### config.mk
export PLATFORM = sky130hd
export DESIGN_NAME = bsc_cfg
export DESIGN_NICKNAME = d
export VERILOG_FILES = /design/src/hdl/assert_macros.svh /design/src/hdl/bsc_pkg.sv /design/src/hdl/bsc_cfg.sv
export SDC_FILE = /design/constraint.sdc
export NUM_CORES = 1
export LEC_CHECK = 0
export BUFFER_PORTS_ARGS = -buffer_cell sky130_fd_sc_hd__buf_2
export CORE_ASPECT_RATIO = 0.75
export CORE_MARGIN = 2
export CORE_UTILIZATION = 40
export DETAILED_ROUTE_END_ITERATION = 10
export PLACE_DENSITY = 0.71
export SLEW_MARGIN = 10
export SYNTH_ARGS = -nofsm -noshare
export SYNTH_HDL_FRONTEND = slang
export SYNTH_SLANG_ARGS = --single-unit
### constraint.sdc
create_clock -name clk -period 3.1 [get_ports clk]
set_input_delay 0.465 -clock clk [delete_from_list [all_inputs] [get_ports clk]]
set_output_delay 0.465 -clock clk [all_outputs]
set_load 0.01 [all_outputs]
### src/hdl/assert_macros.svh
// Assertion macros included by the top-level compensation module.
`ifndef ASSERT_MACROS_SVH
`define ASSERT_MACROS_SVH

// Same-cycle implication, disabled during reset.
`define ASSERT_IMPL(lbl, a, b) \
  lbl: assert property (@(posedge clk) disable iff (rst) (a) |-> (b)) \
    else $error("implication check failed");

// Next-cycle implication, disabled during reset.
`define ASSERT_NEXT(lbl, a, b) \
  lbl: assert property (@(posedge clk) disable iff (rst) (a) |=> (b)) \
    else $error("next-cycle check failed");

`endif

### src/hdl/bsc_pkg.sv
// Shared types, constants and helper functions of the compensation pipeline.
package bsc_pkg;

  localparam int DIV_STAGES = 32;

  localparam logic [2:0] CFG_OSS      = 3'd0;
  localparam logic [2:0] CFG_AC1_AC3  = 3'd1;
  localparam logic [2:0] CFG_AC4_B2   = 3'd2;
  localparam logic [2:0] CFG_AC5_AC6  = 3'd3;
  localparam logic [2:0] CFG_MC_MD    = 3'd4;

  typedef struct packed {
    logic [1:0]  oss;
    logic [31:0] ac1;
    logic [31:0] ac2;
    logic [31:0] ac3;
    logic [31:0] ac4;
    logic [31:0] b1;
    logic [31:0] b2;
    logic [31:0] ac5;
    logic [31:0] ac6;
    logic [31:0] mc;
    logic [31:0] md;
  } coeff_t;

  // Sideband carried alongside the temperature divider.
  typedef struct packed {
    logic        valid;
    logic        fault;
    logic        neg;
    logic [31:0] x1;
    logic [18:0] up;
  } div1_sb_t;

  // Sideband carried alongside the pressure divider.
  typedef struct packed {
    logic        valid;
    logic        fault;
    logic        twice;
    logic [31:0] temp;
  } div2_sb_t;

  typedef struct packed {
    logic        valid;
    logic        fault;
    logic [31:0] temp;
    logic [18:0] up;
  } track_t;

  function automatic logic [31:0] asr(input logic [31:0] v, input logic [4:0] n);
    logic signed [31:0] s;
    s = $signed(v) >>> n;
    return $unsigned(s);
  endfunction

  function automatic logic [31:0] oss_scale(input logic [1:0] oss);
    logic [31:0] r;
    case (oss)
      2'd0:    r = 32'd50000;
      2'd1:    r = 32'd25000;
      2'd2:    r = 32'd12500;
      default: r = 32'd6250;
    endcase
    return r;
  endfunction

endpackage

### src/hdl/bsc_cfg.sv
// Configuration register file with coefficient unpacking.
module bsc_cfg (
  input  logic                clk,
  input  logic                rst,
  input  logic                cfg_write,
  input  logic [2:0]          cfg_index,
  input  logic [47:0]         cfg_data,
  output bsc_pkg::coeff_t     coeff
);

  logic [1:0]  oss;
  logic [47:0] reg_ac1_ac3;
  logic [47:0] reg_ac4_b2;
  logic [31:0] reg_ac5_ac6;
  logic [31:0] reg_mc_md;

  always_ff @(posedge clk) begin
    if (rst) begin
      oss         <= 2'd1;
      reg_ac1_ac3 <= '0;
      reg_ac4_b2  <= '0;
      reg_ac5_ac6 <= '0;
      reg_mc_md   <= '0;
    end else if (cfg_write) begin
      case (cfg_index)
        bsc_pkg::CFG_OSS:     oss         <= cfg_data[1:0];
        bsc_pkg::CFG_AC1_AC3: reg_ac1_ac3 <= cfg_data;
        bsc_pkg::CFG_AC4_B2:  reg_ac4_b2  <= cfg_data;
        bsc_pkg::CFG_AC5_AC6: reg_ac5_ac6 <= cfg_data[31:0];
        bsc_pkg::CFG_MC_MD:   reg_mc_md   <= cfg_data[31:0];
        default: ;
      endcase
    end
  end

  always_comb begin
    coeff.oss = oss;
    coeff.ac1 = {{16{reg_ac1_ac3[47]}}, reg_ac1_ac3[47:32]};
    coeff.ac2 = {{16{reg_ac1_ac3[31]}}, reg_ac1_ac3[31:16]};
    coeff.ac3 = {{16{reg_ac1_ac3[15]}}, reg_ac1_ac3[15:0]};
    coeff.ac4 = {16'd0, reg_ac4_b2[47:32]};
    coeff.b1  = {{16{reg_ac4_b2[31]}}, reg_ac4_b2[31:16]};
    coeff.b2  = {{16{reg_ac4_b2[15]}}, reg_ac4_b2[15:0]};
    coeff.ac5 = {16'd0, reg_ac5_ac6[31:16]};
    coeff.ac6 = {16'd0, reg_ac5_ac6[15:0]};
    coeff.mc  = {{16{reg_mc_md[31]}}, reg_mc_md[31:16]};
    coeff.md  = {{16{reg_mc_md[15]}}, reg_mc_md[15:0]};
  end

endmodule

==> summary.md <==
| Metric | Value |
|---|---|
| Die Y-Extent | `124 um` |
| Number of buffers created by CTS | `17` |
| Fillers | `1752` |
| Gate power share | `0.083` |
| CORE AREA | `18670 sq um` |
| Fmax | `575.0 MHz` |
| Most common cell after layout, fill and taps aside | `buf_2` |
| Total congestion overflow | `0` |
| Status | `finished clean` |
| I/O pin count | `376` |
| CTS tree | `done` |
| First DRT Iteration DRCs | `215` |
| Layout area overhead | `18.72%` |
| Die X | `164 um` |
| Number of cell rows | `43` |
| Final TNS setup | `0 ps` |
| WS Path Type | `register to output pin` |
| Yosys Warn Count | `0` |
| Detailed Route WL | `17.51 mm` |
| Pin count of the biggest net entering global routing | `72` |
| Setup violations, final | `0` |
| CP max stage cell | `dfxtp_1` |
| Clock tree root driver cell | `clkbuf_16` |
| Critical-path cell list | `buf_2` |
| Htree depth | `4` |
| Max FO, Critical Path | `18` |
| Post-synth top area share | `0.4223` |
| Antenna-violating nets left | `0` |
| RSZ-0062 raised after global routing | `no` |
| Actual slew at the worst max-slew pin | `909.3 ps` |
| Final Cycle Share | `0.5610` |
| Setup Skew | `0 ps` |
| Mapped Area | `7680 sq um` |
| Final HPWL DP | `12.28 mm` |
| Final hold vios | `0` |
| Minimum clock period | `1739 ps` |
| HP Class | `input pin to register` |
| Startpoint types | `register` |
| Routability cong. | `0.7763` |
| Post-cts hold buffer count | `0` |
| Via count | `5260` |
| Max-slew violations | `0` |
| Switch share | `0.2415` |
| NetSw | `0.001149 W` |
| Register area share after synthesis | `0.4223` |
| Post-CTS setup buffers | `0` |
| Vias per std cell | `4.369` |
| Vias in the first global route | `4819` |
| Die Area | `20340 sq um` |
| Share of cells above drive strength 1 | `0.3866` |
| Synth area leader | `dfxtp_1` |
| CTS sink cnt | `162` |
| Port Buffers | `327` |
| Worst-case reg-to-reg path depth | `2` |
| Synth Area per Inst | `10.31 sq um` |
| Clk pin slew, worst setup/hold paths | `70 ps` |
| Final net count | `998` |
| Distinct cells, synth | `15` |
| Sequential cell fraction of total power | `0.453` |
| Top cells by area, synth | `dfxtp_1 42%, mux2i_1 21%, nand2b_1 17%` |
| Commonest non-fill, non-tap cells in the layout | `326 x buf_2, 209 x nand2b_1, 162 x mux2i_1, 162 x dfxtp_1, 48 x conb_1` |
| Bufs and invs on worst path | `1` |
| Mapped Cells | `745` |
| Initial antenna violation count | `0` |
| Total GRT Usage | `0.1664` |
| Antenna cells | `0` |
| MaxCap Viol Count | `0` |
| Total power | `0.004758 W` |
| Worst Hold Depth | `3` |
| Drt first pass iters | `4` |
| Crit end category | `output pin` |
| Wire per inst | `14.54 um` |
| Req. time, crit path | `2630 ps` |
| Maximum VDD drop | `0.2324 mV` |
| Initial Util | `0.4114` |
| Clock group share of total power | `0.463` |
| Clock Latency Late Sink | `420 ps` |
| CTS max path bufs | `2` |
| Global-route wire length before repair | `25.91 mm` |
| WP data arrival | `1270 ps` |
| Leakage power total | `5.070 nW` |
| # resized after CTS | `0` |
| P_int | `0.003609 W` |
| CP peak stage delay | `630 ps` |
| Cell depth of the worst setup path | `1` |
| PD cells | `521.8 nW/um^2` |
| #FFs+latches synth | `162` |
| Drt drc | `0` |
| Slew margin rel. | `0.3938` |
| CP delay by family, top | `flip-flops` |
-- power by group through the flow --
stage                     logic [W]  registers (W)  clock network (W)
final                      0.000397        0.00216            0.00220
after global routing       0.000435        0.00216            0.00234
after CTS                  0.000402        0.00216            0.00226
after detailed placement   0.000401        0.00220                  0
after global placement     0.000398        0.00220                  0
after floorplan            0.000304        0.00222                  0
-- state kept, by name (all words and copies together), names as in the netlist --
name and count:
reg_mc_md 32, reg_ac5_ac6 32, oss 2, reg_ac4_b2 48, reg_ac1_ac3 48
-- layer usage --
metal	up-vias	routed length, um	global-route usage
met5	-	0	0
met4	0	231	0.05647
met3	20	1537	0.06760
met2	192	7908	0.2592
met1	2451	7828	0.2096
li1	2597	-	-
-- path summary, 6_finish.rpt --
| check | start | end | slack [ps] |
|---|---|---|---|
| setup / recovery | reg_ac1_ac3[47] | coeff[303] | 1360 |
| hold / removal | cfg_data[39] | reg_ac1_ac3[39] | 330 |
| setup reg to reg | reg_ac1_ac3[47] | reg_ac1_ac3[47] | 2150 |
| hold reg to reg | reg_ac1_ac3[36] | reg_ac1_ac3[36] | 470 |
-- cells in the mapped netlist --
cell type,number
nand4bb_1,3
buf_4,163
buf_8,2
nand4b_1,1
and4bb_1,1
clkbuf_1,24
or4b_1,1
nor4bb_1,1
nor2_1,2
mux2i_1,162
buf_6,2
dfxtp_1,162
conb_1,1
buf_2,11
nand2b_1,209
-- layout make-up --
| class | instances | area, sq um | share of cell area |
|---|---|---|---|
| clock buffers | 19 | 442.9 | 0.04858 |
| clock inverters | 13 | 176.4 | 0.01935 |
| multi-input cells | 428 | 3234 | 0.3547 |
| flip-flops and latches | 162 | 3243 | 0.3557 |
| well taps | 247 | 309.0 | 0.03390 |
| repair buffers | 335 | 1712 | 0.1877 |
-- through the flow --
| stage | cells | utilization | setup slack (ps) | instance area (sq um) | hold WS (ps) |
|---|---|---|---|---|---|
| 2_1_floorplan | 792 | - | 1762 | 7856 | 492.6 |
| 3_3_place_gp | 1172 | 0.4552 | 1177 | 8498 | 455.5 |
| 3_5_place_dp | 1172 | 0.4552 | 1102 | 8498 | 460.0 |
| 4_1_cts | 1204 | 0.4884 | 1301 | 9117 | 303.5 |
| 5_1_grt | 1204 | 0.4884 | 1196 | 9117 | 328.1 |
| 6_report | 1204 | 0.4884 | 1361 | 9117 | 325.7 |
-- cell families after synthesis --
logic type             Yosys count  share of synthesized area
multiplexers                   162                     0.2111
other                            1                  0.0004883
flip-flops                     162                     0.4223
AND/OR/NAND/NOR                218                     0.1810
buffers and inverters          202                     0.1851
Power figures use the tool's default switching activity.
