`src/hdl/assert_macros.svh`:
```
// Assertion macros included by the top-level compensation module.
`ifndef ASSERT_MACROS_SVH
`define ASSERT_MACROS_SVH

// Same-cycle implication, disabled during reset.
`define ASSERT_IMPL(lbl, a, b) \
  lbl: assert property (@(posedge clk) disable iff (rst) (a) |-> (b)) \
    else $error("implication check failed");

// Next-cycle implication, disabled during reset.
`define ASSERT_NEXT(lbl, a, b) \
  lbl: assert property (@(posedge clk) disable iff (rst) (a) |=> (b)) \
    else $error("next-cycle check failed");

`endif

```
`src/hdl/bsc_pkg.sv`:
```
// Shared types, constants and helper functions of the compensation pipeline.
package bsc_pkg;

  localparam int DIV_STAGES = 32;

  localparam logic [2:0] CFG_OSS      = 3'd0;
  localparam logic [2:0] CFG_AC1_AC3  = 3'd1;
  localparam logic [2:0] CFG_AC4_B2   = 3'd2;
  localparam logic [2:0] CFG_AC5_AC6  = 3'd3;
  localparam logic [2:0] CFG_MC_MD    = 3'd4;

  typedef struct packed {
    logic [1:0]  oss;
    logic [31:0] ac1;
    logic [31:0] ac2;
    logic [31:0] ac3;
    logic [31:0] ac4;
    logic [31:0] b1;
    logic [31:0] b2;
    logic [31:0] ac5;
    logic [31:0] ac6;
    logic [31:0] mc;
    logic [31:0] md;
  } coeff_t;

  // Sideband carried alongside the temperature divider.
  typedef struct packed {
    logic        valid;
    logic        fault;
    logic        neg;
    logic [31:0] x1;
    logic [18:0] up;
  } div1_sb_t;

  // Sideband carried alongside the pressure divider.
  typedef struct packed {
    logic        valid;
    logic        fault;
    logic        twice;
    logic [31:0] temp;
  } div2_sb_t;

  typedef struct packed {
    logic        valid;
    logic        fault;
    logic [31:0] temp;
    logic [18:0] up;
  } track_t;

  function automatic logic [31:0] asr(input logic [31:0] v, input logic [4:0] n);
    logic signed [31:0] s;
    s = $signed(v) >>> n;
    return $unsigned(s);
  endfunction

  function automatic logic [31:0] oss_scale(input logic [1:0] oss);
    logic [31:0] r;
    case (oss)
      2'd0:    r = 32'd50000;
      2'd1:    r = 32'd25000;
      2'd2:    r = 32'd12500;
      default: r = 32'd6250;
    endcase
    return r;
  endfunction

endpackage

```
`src/hdl/bsc_udiv.sv`:
```
// Pipelined unsigned 32-bit restoring divider, one quotient bit per stage.
module bsc_udiv (
  input  logic        clk,
  input  logic        en,
  input  logic [31:0] num,
  input  logic [31:0] den,
  output logic [31:0] quo
);

  logic [31:0] rem_s [bsc_pkg::DIV_STAGES];
  logic [31:0] num_s [bsc_pkg::DIV_STAGES];
  logic [31:0] den_s [bsc_pkg::DIV_STAGES];
  logic [31:0] quo_s [bsc_pkg::DIV_STAGES];

  for (genvar i = 0; i < bsc_pkg::DIV_STAGES; i++) begin : g_stage
    logic [31:0] r_in, n_in, d_in, q_in;
    logic [32:0] trial;
    logic [32:0] diff;
    logic        take;

    if (i == 0) begin : g_first
      assign r_in = '0;
      assign n_in = num;
      assign d_in = den;
      assign q_in = '0;
    end else begin : g_next
      assign r_in = rem_s[i-1];
      assign n_in = num_s[i-1];
      assign d_in = den_s[i-1];
      assign q_in = quo_s[i-1];
    end

    assign trial = {r_in, n_in[31]};
    assign diff  = trial - {1'b0, d_in};
    assign take  = (trial >= {1'b0, d_in});

    always_ff @(posedge clk) begin
      if (en) begin
        rem_s[i] <= take ? diff[31:0] : trial[31:0];
        num_s[i] <= {n_in[30:0], 1'b0};
        den_s[i] <= d_in;
        quo_s[i] <= {q_in[30:0], take};
      end
    end
  end

  assign quo = quo_s[bsc_pkg::DIV_STAGES-1];

endmodule

```
`config.mk`:
```
export PLATFORM = sky130hd
export DESIGN_NAME = bsc_udiv
export DESIGN_NICKNAME = d
export VERILOG_FILES = /design/src/hdl/assert_macros.svh /design/src/hdl/bsc_pkg.sv /design/src/hdl/bsc_udiv.sv
export SDC_FILE = /design/constraint.sdc
export NUM_CORES = 2
export LEC_CHECK = 0
export BUFFER_PORTS_ARGS = -buffer_cell sky130_fd_sc_hd__clkbuf_2
export CELL_PAD_IN_SITES_DETAIL_PLACEMENT = 0
export CELL_PAD_IN_SITES_GLOBAL_PLACEMENT = 1
export CORE_MARGIN = 2
export CORE_UTILIZATION = 57
export CTS_CLUSTER_DIAMETER = 30
export DETAILED_ROUTE_END_ITERATION = 8
export PLACE_DENSITY_LB_ADDON = 0.1
export SETUP_SLACK_MARGIN = 0.1
export SLEW_MARGIN = 20
export SYNTH_ARGS = -nofsm -noshare
export SYNTH_HDL_FRONTEND = slang
export SYNTH_SLANG_ARGS = --single-unit
```
`constraint.sdc`:
```
create_clock -name clk -period 5.6 [get_ports clk]
set_input_delay 0.84 -clock clk [delete_from_list [all_inputs] [get_ports clk]]
set_output_delay 0.84 -clock clk [all_outputs]
set_load 0.01 [all_outputs]
```
==> metrics.cfg <==
[run_status]
outcome = finished, final reports clean

[sta]
period_share = 0.808
whs_ns = 0.0709
finalClockSkew_ns = 0.0594
slew-limit-headroom = 0.202
rsz0062_at_grt = false
setup_violations = 0
hold_viol = 0
layout_min_cycle_time_ns = 4.52
fmax_mhz = 221
worst_slew_pin_slew_ns = 1.20
fin_tns_setup_ns = 0
drv_slew = 0

[global_routing]
grt_max_degree = 164
grt_pass1_vias = 99600
grt_pass1_wl_mm = 576
grt_overflow = 0
antenna_found_initial = 7
grtUsageTotal = 0.271

[final_layout]
regArea_mm2 = 0.0903
area_growth_pct = 16.5
final_core_util = 0.668
multi_input_area_mm2 = 0.0576
drive_gt1_frac = 0.113
nets = 14300
fin_cells = 17300
fill_cells = 19500

[clock_tree]
cts.root.buffer_cell = clkbuf_16
htreeDepth = 6
cts_tree = yes
cts_buffer_depth = 4
worstSkewPairLatency_ns = 1.00
clkTransAtPathRegs_ns = 0.04
postCtsSetupBuffers = 0
clock_sinks = 3008
numCtsBuffers = 585

[floorplan]
die_x_um = 523
initial_utilization = 0.573
rows = 190
ios = 98
fp.dieH_um = 523
core_area_mm2 = 0.268
die-area_mm2 = 0.274

[synthesis]
yosys-top-cells-area = edfxtp_1 59%, ha_1 8.1%, a21oi_1 3.5%
synth_cell_types = 107
synthCells = 12700
yosys.area.top_type = edfxtp_1
synth-async-reset-ratio = 0
synthFlopType = edfxtp_1
ys_seq_elements = 3008
avgSynthCellArea_um2 = 12.1
seq_area_frac_synth = 0.587
synth_edf_count = 3008
ys_warn_count = 0
synth_nets = 13800
syn_area_mm2 = 0.154
synth.top_cell.area_share = 0.587

[pwr]
seqPwrFrac = 0.318
swShare = 0.354
p_comb_frac = 0.370
powerDensity_mw_per_mm2 = 633
p_leak_nw = 72.3
p_clk_frac = 0.313
power_switching_mw = 40.1
p_int_mw = 73.3
ir_drop_mv = 0.412

[route]
firstDrtPassIters = 6
viasPerCell = 5.86
routedWlPerCell_um = 21.8
vias = 101000
antenna_left = 0
finalWirelength_mm = 377
first_iter_violations = 9262
drcViolationCount = 0

[place]
portBuffers = 97
gp_congestion = 0.943
placed_cells = 16200
dp_hpwl_mm = 272

[critical_path]
end_kind = register
crit_path_cell_trace = ha_1 > nor2b_1 > o31a_1 > o31ai_1 > a21boi_1 > o21bai_1 > o21ai_1 > a311oi_2 > a21oi_1 > o21ai_4 > buf_4 > o21ai_0
startpoint_type = register
cp.arrival_ns = 5.21
path_class = register to register
slowest_delay_ns = 0.72
crit_path_top_delay_cell = o21ai_4
critical_path_required_ns = 6.29
worstPathMaxFanout = 35
ff2ff_setup_slack_ns = 1.08
r2r_cells = 12

[run]
maxCapViolCount = 0

[worst_hold_path]
hp-class = primary input to register
holdPathStages = 1

-- synthesized netlist by cell type, types with 36 or more instances --
master       n
o21a_1     125
xor2_1     341
a21o_1     478
a211oi_1    82
o31a_1      36
o21bai_1   123
o21ai_0    813
ha_1       994
nor3_1     113
a21boi_0    49
buf_2       73
nor2b_1    162
clkbuf_1   233
and2_1      41
and3_1      85
mux2_2     269
xnor2_1    474
nand4_1    161
a31oi_1     99
nor2_1     707
nand2_1    863
edfxtp_1  3008
nor4_1      43
a21oi_1   1084
nand3_1    201
o31ai_1     79
o211ai_1    40
inv_1     1219
nand2b_1   138
-- critical path: cells and delay by family (launching register included) --
kind | cells | cell delay, ns
AOI/OAI and AO/OA | 9 | 2.92
adders and majority gates | 1 | 0.34
buffers and inverters | 1 | 0.39
DFF | 1 | 0.41
and+or+nand+nor | 1 | 0.16
-- metrics by stage --
step | total power [mW] | cell area [um^2] | setup WS, ns
finish | 113 | 179000 | 1.08
floorplan | 65.9 | 154000 | 2.18
detailed placement | 77.6 | 158000 | 1.19
CTS | 114 | 179000 | 1.14
global route | 120 | 179000 | 0.824
global placement | 77.1 | 158000 | 1.19
-- power groups by stage --
stage	combinational, mW	sequential (mW)	clock, mW
finish	41.9	36.1	35.5
global route	46.5	36.4	37.1
CTS	41.6	36.1	36.0
detailed placement	41.2	36.4	0
global placement	40.6	36.4	0
floorplan	31.8	34.1	0
-- repair_timing --
| action | 4_1_cts | 5_1_grt |
|---|---|---|
| gates resized for setup | 0 | 0 |
| hold buffers | 44 | 0 |
| hold endpoints to repair | 44 | 0 |
-- final timing paths --
kind / start / end
setup / recovery: rem_s[0][32] / rem_s[0][92]
hold / removal: den[30] / den_s[0][30]
setup reg to reg: rem_s[0][32] / rem_s[0][92]
hold reg to reg: num_s[0][256] / num_s[0][288]
-- flip-flops by register name, summed over array words and instances, names as in the netlist --
signal and count:
den_s 992, num_s 496, rem_s 992, quo_s 528
-- cells in the final DEF (no fill, tap or decap), types with 59 or more instances in the layout --
master	Yosys	final
and3_1	85	85
nand2_1	863	863
clkbuf_1	233	59
nor2b_1	162	162
clkinv_2	0	77
clkinv_1	0	65
xnor2_1	474	474
nor2_1	707	707
buf_4	12	80
o31ai_1	79	79
ha_1	994	994
nand4_1	161	161
edfxtp_1	3008	3008
a21oi_1	1084	1083
xor2_1	341	341
a21o_1	478	478
bufinv_16	0	81
a31oi_1	99	99
nand3_1	201	201
nand2b_1	138	138
mux2_2	269	269
o21ai_0	813	812
a211oi_1	82	82
o21bai_1	123	122
clkbuf_16	0	592
inv_1	1219	1219
inv_6	0	70
clkbuf_2	2	96
o21a_1	125	122
nor3_1	113	113
-- cells by family (layout without fill, tap and decap cells) --
family          after synthesis  in the layout  share of synthesized area
xor+xnor                    815            815                     0.0464
mux                         345            345                     0.0252
other cells                   0              4                          0
fa+ha+maj                  1024           1024                     0.0848
flops                      3008           3008                      0.587
simple gates               2658           2658                     0.0813
buf+inv                    1553           2545                     0.0391
compound gates             3341           3341                      0.136
-- layout make-up --
cell class | count | share of cell area
flip-flops and latches | 3008 | 0.504
multi-input cells | 8183 | 0.321
clock buffers | 651 | 0.0839
clock inverters | 431 | 0.0292
inverters | 1220 | 0.0256
well taps | 3552 | 0.0248
repair buffers | 243 | 0.0111
diodes | 4 | 0.0000559
-- metal layers --
metal / up-vias / share of wire / track usage
met1: 49200 / 0.42 / 0.361
li1: 48200 / - / -
met4: 2 / 0.031 / 0.0866
met3: 705 / 0.055 / 0.0408
met5: - / 0.000034 / 0
met2: 3119 / 0.49 / 0.459
No activity file was read; power rests on OpenSTA's default activity.
